`config.mk`:
```
export PLATFORM = sky130hd
export DESIGN_NAME = binary_grid_majority_smoother
export DESIGN_NICKNAME = d
export VERILOG_FILES = /design/src/rtl/core/bgms_pkg.sv /design/src/rtl/core/bgms_lane.sv /design/src/rtl/core/bgms_row.sv /design/src/rtl/core/bgms_out_fifo.sv /design/src/rtl/core/binary_grid_majority_smoother.sv
export SDC_FILE = /design/constraint.sdc
export NUM_CORES = 1
export LEC_CHECK = 0
export BUFFER_PORTS_ARGS = -buffer_cell sky130_fd_sc_hd__buf_2
export CORE_MARGIN = 3
export CORE_UTILIZATION = 55
export DETAILED_ROUTE_END_ITERATION = 16
export PLACE_DENSITY = 0.73
export SLEW_MARGIN = 25
export SYNTH_ARGS = -nofsm -noshare
export SYNTH_HDL_FRONTEND = slang
export SYNTH_SLANG_ARGS = --single-unit
export TNS_END_PERCENT = 100
```
`constraint.sdc`:
```
create_clock -name clk -period 10.5 [get_ports clk]
set_input_delay 1.05 -clock clk [delete_from_list [all_inputs] [get_ports clk]]
set_output_delay 1.05 -clock clk [all_outputs]
set_load 0.05 [all_outputs]
```
`src/rtl/core/bgms_pkg.sv`:
```
`timescale 1ns / 1ps
package bgms_pkg;

  // fixed field widths
  localparam int ROW_W       = 64;
  localparam int ROW_IDX_W   = 10;
  localparam int GRID_W_W    = 7;
  localparam int GRID_H_W    = 11;
  localparam int CFG_DATA_W  = 11;
  localparam int CFG_IDX_W   = 1;
  localparam int OUT_TDATA_W = 80;
  localparam int IN_TDATA_W  = 64;

  // row index reach of the 10-bit row number
  localparam int ROW_IDX_LIMIT = 1024;

  // window count at which the center cell is kept
  localparam logic [3:0] HIGH_COUNT = 4'd4;

  // smallest width and height in use
  localparam logic [GRID_W_W-1:0] MIN_WIDTH  = 7'd3;
  localparam logic [GRID_H_W-1:0] MIN_HEIGHT = 11'd3;

  // register reset values
  localparam logic [GRID_W_W-1:0] GRID_WIDTH_RST  = 7'd64;
  localparam logic [GRID_H_W-1:0] GRID_HEIGHT_RST = 11'd64;

  // result queue geometry
  localparam int FIFO_DEPTH = 4;
  localparam int FIFO_PTR_W = 2;
  localparam int FIFO_CNT_W = 3;

  typedef enum logic [CFG_IDX_W-1:0] {
    CFG_GRID_WIDTH  = 1'b0,
    CFG_GRID_HEIGHT = 1'b1
  } cfg_idx_t;

  typedef struct packed {
    logic                 frame_end;
    logic [ROW_IDX_W-1:0] row_number;
    logic [ROW_W-1:0]     smoothed_cells;
  } result_t;

  // two results may enter the queue from one input row
  typedef struct packed {
    logic    wr0;
    logic    wr1;
    result_t res0;
    result_t res1;
  } queue_wr_t;

endpackage

```
`src/rtl/core/bgms_lane.sv`:
```
`timescale 1ns / 1ps
module bgms_lane (
  input  logic [8:0] window,
  input  logic       center,
  input  logic       active,
  output logic       smooth_bit
);
  import bgms_pkg::*;

  logic [3:0] count;

  // wall count over the 3x3 window
  always_comb begin
    count = 4'd0;
    for (int i = 0; i < 9; i++) begin
      count = count + {3'd0, window[i]};
    end
  end

  // above four walls set, below four clear, exactly four keeps the center; an inactive lane passes the center
  always_comb begin
    if (!active) begin
      smooth_bit = center;
    end else if (count > HIGH_COUNT) begin
      smooth_bit = 1'b1;
    end else if (count < HIGH_COUNT) begin
      smooth_bit = 1'b0;
    end else begin
      smooth_bit = center;
    end
  end

endmodule

```
`src/rtl/core/bgms_row.sv`:
```
`timescale 1ns / 1ps
module bgms_row #(
  parameter int MAX_WIDTH = 64
) (
  input  logic [bgms_pkg::ROW_W-1:0]    above,
  input  logic [bgms_pkg::ROW_W-1:0]    mid,
  input  logic [bgms_pkg::ROW_W-1:0]    below,
  input  logic [bgms_pkg::GRID_W_W-1:0] width_use,
  output logic [bgms_pkg::ROW_W-1:0]    smoothed
);
  import bgms_pkg::*;

  logic [ROW_W-1:0] lane_out;

  // one lane per interior column, border columns pass through
  for (genvar x = 0; x < ROW_W; x++) begin : g_col
    if (x >= 1 && x < MAX_WIDTH - 1) begin : g_lane
      logic act;
      assign act = (GRID_W_W'(x + 1) < width_use);
      bgms_lane u_lane (
        .window     ({above[x+1:x-1], mid[x+1:x-1], below[x+1:x-1]}),
        .center     (mid[x]),
        .active     (act),
        .smooth_bit (lane_out[x])
      );
    end else begin : g_pass
      assign lane_out[x] = mid[x];
    end
  end

  // merge lanes and clear columns at or beyond the width
  always_comb begin
    for (int x = 0; x < ROW_W; x++) begin
      smoothed[x] = lane_out[x] & (GRID_W_W'(x) < width_use);
    end
  end

endmodule

```
`src/rtl/core/bgms_out_fifo.sv`:
```
`timescale 1ns / 1ps
module bgms_out_fifo (
  input  logic                clk,
  input  logic                rst,
  input  bgms_pkg::queue_wr_t wr,
  output logic                room2,
  output logic                out_valid,
  input  logic                out_ready,
  output bgms_pkg::result_t   out_res
);
  import bgms_pkg::*;

  result_t               mem [FIFO_DEPTH];
  logic [FIFO_PTR_W-1:0] wptr;
  logic [FIFO_PTR_W-1:0] rptr;
  logic [FIFO_CNT_W-1:0] count;
  logic [FIFO_CNT_W-1:0] count_next;
  logic [FIFO_CNT_W-1:0] n_wr;
  logic                  rd;

  assign rd        = out_valid && out_ready;
  assign out_valid = (count != '0);
  assign out_res   = mem[rptr];
  assign room2     = (count <= FIFO_CNT_W'(FIFO_DEPTH - 2));
  assign n_wr      = FIFO_CNT_W'(wr.wr0) + FIFO_CNT_W'(wr.wr1);

  always_comb begin
    count_next = count + n_wr - FIFO_CNT_W'(rd);
  end

  // pointers and fill count
  always_ff @(posedge clk) begin
    if (rst) begin
      wptr  <= '0;
      rptr  <= '0;
      count <= '0;
    end else begin
      wptr  <= wptr + n_wr[FIFO_PTR_W-1:0];
      rptr  <= rptr + FIFO_PTR_W'(rd);
      count <= count_next;
    end
  end

  // storage, up to two entries written per cycle
  always_ff @(posedge clk) begin
    if (wr.wr0) begin
      mem[wptr] <= wr.res0;
    end
    if (wr.wr1) begin
      mem[wptr + FIFO_PTR_W'(1)] <= wr.res1;
    end
  end

endmodule

```
`src/rtl/core/binary_grid_majority_smoother.sv`:
```
`timescale 1ns / 1ps
// ordering: results of row r enter the result queue as row r+1 is transferred, and leave it on m_axis
// throughput: one row per cycle; the last row of a frame yields two results,
// drained through a four-entry result queue that holds s_axis_tready low when short of room
// reset: rst (synchronous) empties the queue, restarts the frame and sets
// grid_width and grid_height to 64; a register write also restarts the frame
module binary_grid_majority_smoother #(
  parameter int MAX_WIDTH  = 64,
  parameter int MAX_HEIGHT = 1024
) (
  input  logic                                 clk,
  input  logic                                 rst,
  // s_axis_tdata: row_cells[63:0]
  input  logic                                 s_axis_tvalid,
  output logic                                 s_axis_tready,
  input  logic [bgms_pkg::IN_TDATA_W-1:0]      s_axis_tdata,
  // m_axis_tdata: smoothed_cells[63:0], row_number[73:64], zero fill[79:74]
  output logic                                 m_axis_tvalid,
  input  logic                                 m_axis_tready,
  output logic [bgms_pkg::OUT_TDATA_W-1:0]     m_axis_tdata,
  output logic                                 m_axis_tlast,
  input  logic                                 cfg_we,
  input  logic [bgms_pkg::CFG_IDX_W-1:0]       cfg_index,
  input  logic [bgms_pkg::CFG_DATA_W-1:0]      cfg_data
);
  import bgms_pkg::*;

  localparam int HLIM = (MAX_HEIGHT < ROW_IDX_LIMIT) ? MAX_HEIGHT : ROW_IDX_LIMIT;
  localparam logic [GRID_W_W-1:0] WIDTH_MAX  = GRID_W_W'(MAX_WIDTH);
  localparam logic [GRID_H_W-1:0] HEIGHT_MAX = GRID_H_W'(HLIM);

  logic [GRID_W_W-1:0]  grid_width;
  logic [GRID_H_W-1:0]  grid_height;
  logic [GRID_W_W-1:0]  width_use;
  logic [GRID_H_W-1:0]  height_use;
  logic [ROW_W-1:0]     row_mask;
  logic [ROW_W-1:0]     in_row;
  logic [ROW_W-1:0]     older_row;
  logic [ROW_W-1:0]     middle_row;
  logic [ROW_W-1:0]     smoothed;
  logic [ROW_IDX_W-1:0] rows_seen;
  logic                 accept;
  logic                 last_row;
  logic                 room2;
  queue_wr_t            qwr;
  result_t              out_res;

  // configuration registers
  always_ff @(posedge clk) begin
    if (rst) begin
      grid_width  <= GRID_WIDTH_RST;
      grid_height <= GRID_HEIGHT_RST;
    end else if (cfg_we) begin
      case (cfg_idx_t'(cfg_index))
        CFG_GRID_WIDTH:  grid_width  <= cfg_data[GRID_W_W-1:0];
        CFG_GRID_HEIGHT: grid_height <= cfg_data;
        default: ;
      endcase
    end
  end

  // saturated width and height in use
  always_comb begin
    if (grid_width < MIN_WIDTH) begin
      width_use = MIN_WIDTH;
    end else if (grid_width > WIDTH_MAX) begin
      width_use = WIDTH_MAX;
    end else begin
      width_use = grid_width;
    end
    if (grid_height < MIN_HEIGHT) begin
      height_use = MIN_HEIGHT;
    end else if (grid_height > HEIGHT_MAX) begin
      height_use = HEIGHT_MAX;
    end else begin
      height_use = grid_height;
    end
  end

  // column mask for the width in use
  always_comb begin
    for (int x = 0; x < ROW_W; x++) begin
      row_mask[x] = (GRID_W_W'(x) < width_use);
    end
  end

  assign in_row        = s_axis_tdata[ROW_W-1:0] & row_mask;
  assign s_axis_tready = room2;
  assign accept        = s_axis_tvalid && s_axis_tready;
  assign last_row      = ({1'b0, rows_seen} + GRID_H_W'(1)) >= height_use;

  // lanes over the held rows and the incoming row
  bgms_row #(
    .MAX_WIDTH (MAX_WIDTH)
  ) u_row (
    .above     (older_row),
    .mid       (middle_row),
    .below     (in_row),
    .width_use (width_use),
    .smoothed  (smoothed)
  );

  // results entering the queue
  always_comb begin
    qwr.wr0                 = accept && (rows_seen != '0);
    qwr.wr1                 = accept && (rows_seen != '0) && last_row;
    qwr.res0.smoothed_cells = (rows_seen == ROW_IDX_W'(1)) ? middle_row : smoothed;
    qwr.res0.row_number     = rows_seen - ROW_IDX_W'(1);
    qwr.res0.frame_end      = 1'b0;
    qwr.res1.smoothed_cells = in_row;
    qwr.res1.row_number     = rows_seen;
    qwr.res1.frame_end      = 1'b1;
  end

  // row counter, restarted by a register write
  always_ff @(posedge clk) begin
    if (rst || cfg_we) begin
      rows_seen <= '0;
    end else if (accept) begin
      if (rows_seen == '0) begin
        rows_seen <= ROW_IDX_W'(1);
      end else if (last_row) begin
        rows_seen <= '0;
      end else begin
        rows_seen <= rows_seen + ROW_IDX_W'(1);
      end
    end
  end

  // held rows
  always_ff @(posedge clk) begin
    if (accept) begin
      older_row  <= middle_row;
      middle_row <= in_row;
    end
  end

  bgms_out_fifo u_fifo (
    .clk       (clk),
    .rst       (rst),
    .wr        (qwr),
    .room2     (room2),
    .out_valid (m_axis_tvalid),
    .out_ready (m_axis_tready),
    .out_res   (out_res)
  );

  assign m_axis_tdata = {{(OUT_TDATA_W - ROW_W - ROW_IDX_W){1'b0}},
                         out_res.row_number, out_res.smoothed_cells};
  assign m_axis_tlast = out_res.frame_end;

endmodule

```
==> results of run 1 <==
layout by cell type, fill, tap and decap left out, drive strengths merged, types with 12 or more instances in the layout:
cell / netlist / final
a31oi: 24 / 24
inv: 491 / 492
clkbuf: 67 / 64
a211oi: 15 / 15
nor2: 92 / 92
clkinv: 1 / 24
nor3b: 25 / 25
nand2b: 43 / 43
nand2: 205 / 205
xnor2: 23 / 23
edfxtp: 424 / 424
mux4: 75 / 75
nor3: 25 / 25
fa: 311 / 311
nor2b: 38 / 38
a21oi: 142 / 142
o21ai: 152 / 152
ha: 143 / 143
a21o: 27 / 27
a22o: 24 / 24
xor2: 12 / 12
dfxtp: 39 / 39
o22ai: 235 / 235
buf: 80 / 185
o32ai: 14 / 14
nand3: 20 / 20
worst max path at each step:
stage	end	slack (ns)	startpoint	cells after the start
finish	u_fifo.mem[1][57]	3.90	grid_width[5]	18
global route	u_fifo.mem[1][57]	3.54	grid_width[5]	18
CTS	u_fifo.mem[1][57]	4.06	grid_width[5]	18
detailed placement	u_fifo.mem[1][57]	4.06	grid_width[5]	18
global placement	u_fifo.mem[0][57]	4.33	grid_width[5]	18
floorplan	u_fifo.mem[1][9]	5.18	grid_width[4]	17
state kept, by name, indices dropped and copies added, names as in the netlist:
name,flops
u_fifo.mem,300
middle_row,64
older_row,64
grid_height,11
rows_seen,10
grid_width,7
u_fifo.count,3
u_fifo.rptr,2
u_fifo.wptr,2
where the power goes:
group	total (µW)	switching (µW)	internal (µW)	leakage, µW
logic	5220	3140	2080	0.00989
clock network	1840	786	1060	0.000821
registers	2280	113	2170	0.00431
metrics by stage:
stage	hold WS [ns]	power [µW]	utilization	instances	area, µm²
6_report	0.4479	9341	0.6134	3855	36610
5_1_grt	0.4709	10020	0.6133	3854	36610
4_1_cts	0.4439	9310	0.6129	3853	36590
3_5_place_dp	0.4346	7436	0.5851	3758	34920
3_3_place_gp	0.4268	7027	0.5846	3757	34890
2_1_floorplan	0.4173	6193	-	2948	33530
routing by layer:
metal / track usage / wire (µm) / part of all wire
met4: 0.1521 / 5260 / 0.054
met1: 0.3949 / 35360 / 0.36
met5: 0 / 0 / 0
met2: 0.4910 / 45950 / 0.47
met3: 0.06389 / 10400 / 0.11
layout make-up:
type / count / area, µm²
Antenna cell: 1 / 2.502
Clock buffer: 64 / 1346
Clock inverter: 31 / 314.1
Fill cell: 4685 / 23080
Inverter: 492 / 1847
Multi-Input combinational cell: 1846 / 17590
Sequential cell: 463 / 13520
Tap cell: 773 / 967.2
Timing Repair Buffer: 185 / 1025
cells by family after synthesis:
logic type	Yosys count	share of synthesized area
compound gates	743	0.1405
xor+xnor	35	0.009147
fa+ha+maj	454	0.2392
buf+inv	639	0.07553
flops	463	0.4032
mux	87	0.05402
other cells	1	0.0001119
simple gates	521	0.07837
worst reg2reg max path, delay by kind of cell, from the launching register on:
family | cells | cell delay (ns)
compound gates | 5 | 1.61
flops | 1 | 0.94
simple gates | 5 | 1.29
buf+inv | 3 | 0.39
fa+ha+maj | 5 | 2.07
==> results.sh, run 1 <==
export IMPL_synth_seq_area_share=0.4032
export IMPL_die_y_um=252.8
export IMPL_yosys_warnings=0
export IMPL_cts_setup_buffers=0
export IMPL_maxCapViolations=0
export IMPL_hp_start="u_fifo.mem[0][74]"
export IMPL_drc=0
export IMPL_ys_ff_latch=463
export IMPL_dieWidth_um=252.8
export IMPL_finalSetupTns_ns=0
export IMPL_synth_main_ff_cell="edfxtp_1"
export IMPL_cp_max_fo=28
export IMPL_ir_drop_mv=0.1380
export IMPL_path_cells="and2_1 > nand2_1 > o21ai_0 > nand2_1 > inv_1 > fa_1 > inv_1 > fa_1 > fa_1 > fa_1 > inv_1 > fa_1 > nand2b_1 > a221oi_1 > a2bb2oi_1 > nor3_1 > a21oi_1 > o22ai_1"
export IMPL_synth_cell_type_count=84
export IMPL_vias_per_cell=6.505
export IMPL_cts_tree="yes"
export IMPL_holdBufCountCts=0
export IMPL_synth_area_um2=33510
export IMPL_gp_congestion=0.8983
export IMPL_hold_viol_final=0
export IMPL_reg2regPathDepth=18
export IMPL_finalCriticalPeriod_ns=6.603
export IMPL_grt_pass1_wl_mm=148.7
export IMPL_p_leak_uw=0.01502
export IMPL_worstReg2RegEnd="u_fifo.mem[1][57]"
export IMPL_numCtsBuffers=51
export IMPL_ys_top_cells_by_area="edfxtp_1 38%, fa_1 19%, inv_1 5.5%"
export IMPL_drive_gt1_frac=0.1263
export IMPL_holdPathStages=2
export IMPL_yosysTopAreaCell="edfxtp_1"
export IMPL_drt_first_pass_iters=6
export IMPL_grt_pass1_vias=26210
export IMPL_grt_max_degree=75
export IMPL_cts_buffer_depth=3
export IMPL_power_density_nw_per_um2=255.1
export IMPL_syn_area_per_cell_um2=11.39
export IMPL_async_reset_ff_frac=0
export IMPL_area_growth_pct=9.244
export IMPL_r2r_slack_ns=3.90
export IMPL_cp_top_family="adder cells"
export IMPL_design_die_area_um2=63930
export IMPL_critPathMaxStageDelay_ns=0.94
export IMPL_critical_path_class="flop to flop"
export IMPL_num_vias=25080
export IMPL_synthCells=2943
export IMPL_r2r_start="grid_width[5]"
export IMPL_place_ws_ns=4.061
export IMPL_setup_viol=0
export IMPL_ys_top_cells_by_count="491 x inv_1, 424 x edfxtp_1, 311 x fa_1"
export IMPL_nets=3574
export IMPL_finClkSkew_ns=0.02231
export IMPL_synthMostInstantiatedCell="inv_1"
export IMPL_finalWirelength_mm=96.98
export IMPL_overflow=0
export IMPL_htreeDepth=2
export IMPL_io_pins=164
export IMPL_cts_root_buf="clkbuf_16"
export IMPL_required_ns=10.79
export IMPL_fmax_ghz=0.1514
export IMPL_holdCritPathClass="flop to flop"
export IMPL_clock_sinks=463
export IMPL_crit_top_cell="fa_1"
export IMPL_clk_latency_ns=0.62
export IMPL_cp_end_kind="flop"
export IMPL_place_port_buffers=157
export IMPL_track_usage=0.3044
export IMPL_start_util=0.5615
export IMPL_worstMarginPinSlew_ns=1.146
export IMPL_rows=89
export IMPL_fin_crit_sh=0.6289
export IMPL_synth_edf_count=424
export IMPL_hpwl_mm=65.78
export IMPL_cts_resized=0
export IMPL_setup_ws_ns=3.897
export IMPL_ant_nets=0
export IMPL_slew_violations=0
export IMPL_yosysTopAreaCellShare=0.3799
export IMPL_worstHoldEndpoint="u_fifo.mem[0][74]"
export IMPL_critPathBufInv=3
export IMPL_coreArea_um2=59690
export IMPL_critPathArrivalTime_ns=6.90
export IMPL_grt_antenna_before_repair=2
export IMPL_slew_headroom=0.2357
export IMPL_drt_initial_drc_count=2738
export IMPL_slowest_stage="dfxtp_1"
export IMPL_outcome="completed"
export IMPL_cts_clk_slew_worst_paths_ns=0.06
export IMPL_cp_start_kind="flop"
export IMPL_rsz0062_at_grt="no"
export IMPL_wl_per_cell_um=25.16
(Power assumes the default switching activity.)
==> run 2: changes to the inputs <==
Settings changed: PLACE_DENSITY 0.73 to 0.76.
Clock period 10.5 ns to 5.8 ns, I/O delays scaled along.
==> run 2 against run 1 <==
Against the previous run: combinational power grew 82%; critical path type unchanged; clock skew shrank 0.00066 ns; largest cell class unchanged; highest routed layer is now met5; sequential share of layout area shrank 0.59 points; utilization grew 1.0 points.
==> results.sh, run 2 (synthesis gave the netlist of run 1 again) <==
export IMPL_outcome="completed"
export IMPL_hold_viol_final=0
export IMPL_cp_max_fo=15
export IMPL_setup_viol=0
export IMPL_cp_top_family="adder cells"
export IMPL_die_y_um=252.8
export IMPL_worstReg2RegEnd="u_fifo.mem[1][33]"
export IMPL_required_ns=6.09
export IMPL_grt_max_degree=71
export IMPL_grt_antenna_before_repair=2
export IMPL_r2r_slack_ns=0.16
export IMPL_gp_congestion=0.9684
export IMPL_place_inst=3830
export IMPL_grt_pass1_wl_mm=151.6
export IMPL_maxCapViolations=0
export IMPL_ir_drop_mv=0.2293
export IMPL_critPathArrivalTime_ns=5.93
export IMPL_numCtsBuffers=51
export IMPL_critPathMaxStageDelay_ns=0.55
export IMPL_place_port_buffers=157
export IMPL_dieWidth_um=252.8
export IMPL_worstHoldEndpoint="grid_height[9]"
export IMPL_cts_root_buf="clkbuf_16"
export IMPL_htreeDepth=2
export IMPL_fin_cells=3925
export IMPL_design_die_area_um2=63930
export IMPL_largestRegisters="u_fifo.mem: 300 flops, middle_row: 64 flops, older_row: 64 flops"
export IMPL_fin_crit_sh=0.9730
export IMPL_critPathBufInv=4
export IMPL_r2r_start="grid_width[2]"
export IMPL_drc=0
export IMPL_finClkSkew_ns=0.02164
export IMPL_num_vias=25640
export IMPL_overflow=0
export IMPL_critical_path_class="flop to flop"
export IMPL_nets=3645
export IMPL_finalCriticalPeriod_ns=5.643
export IMPL_ant_nets=0
export IMPL_wl_per_cell_um=25.12
export IMPL_cts_clk_slew_worst_paths_ns=0.07
export IMPL_coreArea_um2=59690
export IMPL_clk_latency_ns=0.61
export IMPL_track_usage=0.3104
export IMPL_finalWirelength_mm=98.58
export IMPL_holdPathStages=3
export IMPL_start_util=0.5615
export IMPL_vias_per_cell=6.532
export IMPL_largest_reg_flops=300
export IMPL_cp_end_kind="flop"
export IMPL_largest_register="u_fifo.mem"
export IMPL_power_density_nw_per_um2=456.0
export IMPL_slew_headroom=0.2547
export IMPL_slew_violations=0
export IMPL_cts_buffer_depth=3
export IMPL_slowest_stage="fa_1"
export IMPL_p_leak_uw=0.01535
export IMPL_io_pins=164
export IMPL_reg2regPathDepth=18
export IMPL_drt_initial_drc_count=2905
export IMPL_crit_top_cell="fa_1"
export IMPL_grt_pass1_vias=26740
export IMPL_area_growth_pct=11.03
export IMPL_drive_gt1_frac=0.1523
export IMPL_rows=89
export IMPL_holdCritPathClass="input port to flop"
export IMPL_drt_first_pass_iters=6
export IMPL_hold_ws_ns=0.2265
export IMPL_startpoint="grid_width[2]"
export IMPL_layout_commonest_cell="inv_1"
export IMPL_rsz0062_at_grt="yes"
export IMPL_holdBufCountCts=0
export IMPL_cts_tree="yes"
export IMPL_cp_start_kind="flop"
export IMPL_worstMarginPinSlew_ns=1.118
export IMPL_fmax_ghz=0.1772
export IMPL_path_cells="buf_4 > nor4_2 > nand3_1 > nand3_1 > inv_1 > fa_1 > inv_1 > fa_1 > fa_1 > fa_1 > inv_1 > fa_1 > nor2_1 > a21oi_1 > a2111oi_1 > nor4bb_1 > a21oi_1 > o22ai_1"
export IMPL_final_cell_mix="491 x inv_1, 424 x edfxtp_1, 311 x fa_1"
export IMPL_hpwl_mm=68.01
export IMPL_clock_sinks=463
export IMPL_hp_start="cfg_data[9]"
run 2: what timing repair did:
action	in CTS	in global routing
buffers inserted	0	0
gates resized for setup	4	28
setup endpoints to repair	10	75
run 2: worst max-delay path by stage:
| stage | endpoint | slack (ns) | depth (start not counted) |
|---|---|---|---|
| after floorplan | u_fifo.mem[1][9] | 0.48 | 17 |
| after global routing | u_fifo.mem[1][49] | -0.03 | 21 |
| after CTS | u_fifo.mem[1][49] | 0.05 | 22 |
| after global placement | u_fifo.mem[1][49] | 0.14 | 22 |
| after detailed placement | u_fifo.mem[1][49] | -0.06 | 22 |
| final | u_fifo.mem[1][33] | 0.16 | 18 |
run 2: metal layers:
metal	routed length [µm]	track usage
met1	35720	0.4010
met4	6048	0.1753
met2	46030	0.4952
met3	10760	0.06194
met5	13	0
run 2: worst reg2reg max path: cells and delay by family, from the launching register on:
family / cells / cell delay, ns
AO/OA/AOI/OAI: 4 / 1.02
adder cells (fa/ha/maj): 5 / 2.25
buffers and inverters: 4 / 0.46
flip-flops: 1 / 0.39
AND/OR/NAND/NOR: 5 / 1.20
run 2: metrics by stage:
step	instance area [µm²]	utilization	worst slack [ns]	total power (µW)	TNS (ns)
after global routing	37210	0.6234	-0.03395	18210	-0.1033
final	37210	0.6234	0.1567	16970	0
after global placement	35450	0.5940	0.1401	12730	0
after detailed placement	35450	0.5940	-0.05624	13480	-0.1773
after floorplan	33530	-	0.4825	11210	0
after CTS	37120	0.6220	0.04644	16840	0
run 2: final cells by class:
type	instances	area [µm²]
fill	4529	22480
multi-input combinational	1846	17630
sequential	463	13530
inverter	492	1847
timing repair buffer	256	1583
clock buffer	64	1368
tap	773	967.2
clock inverter	30	284.0
antenna	1	2.502
run 2: power by group:
part	total, µW	internal (µW)	leakage [µW]	switching [µW]
clock	3300	1890	0.000792	1410
sequential	4180	3930	0.00431	253
combinational	9490	3800	0.0102	5680
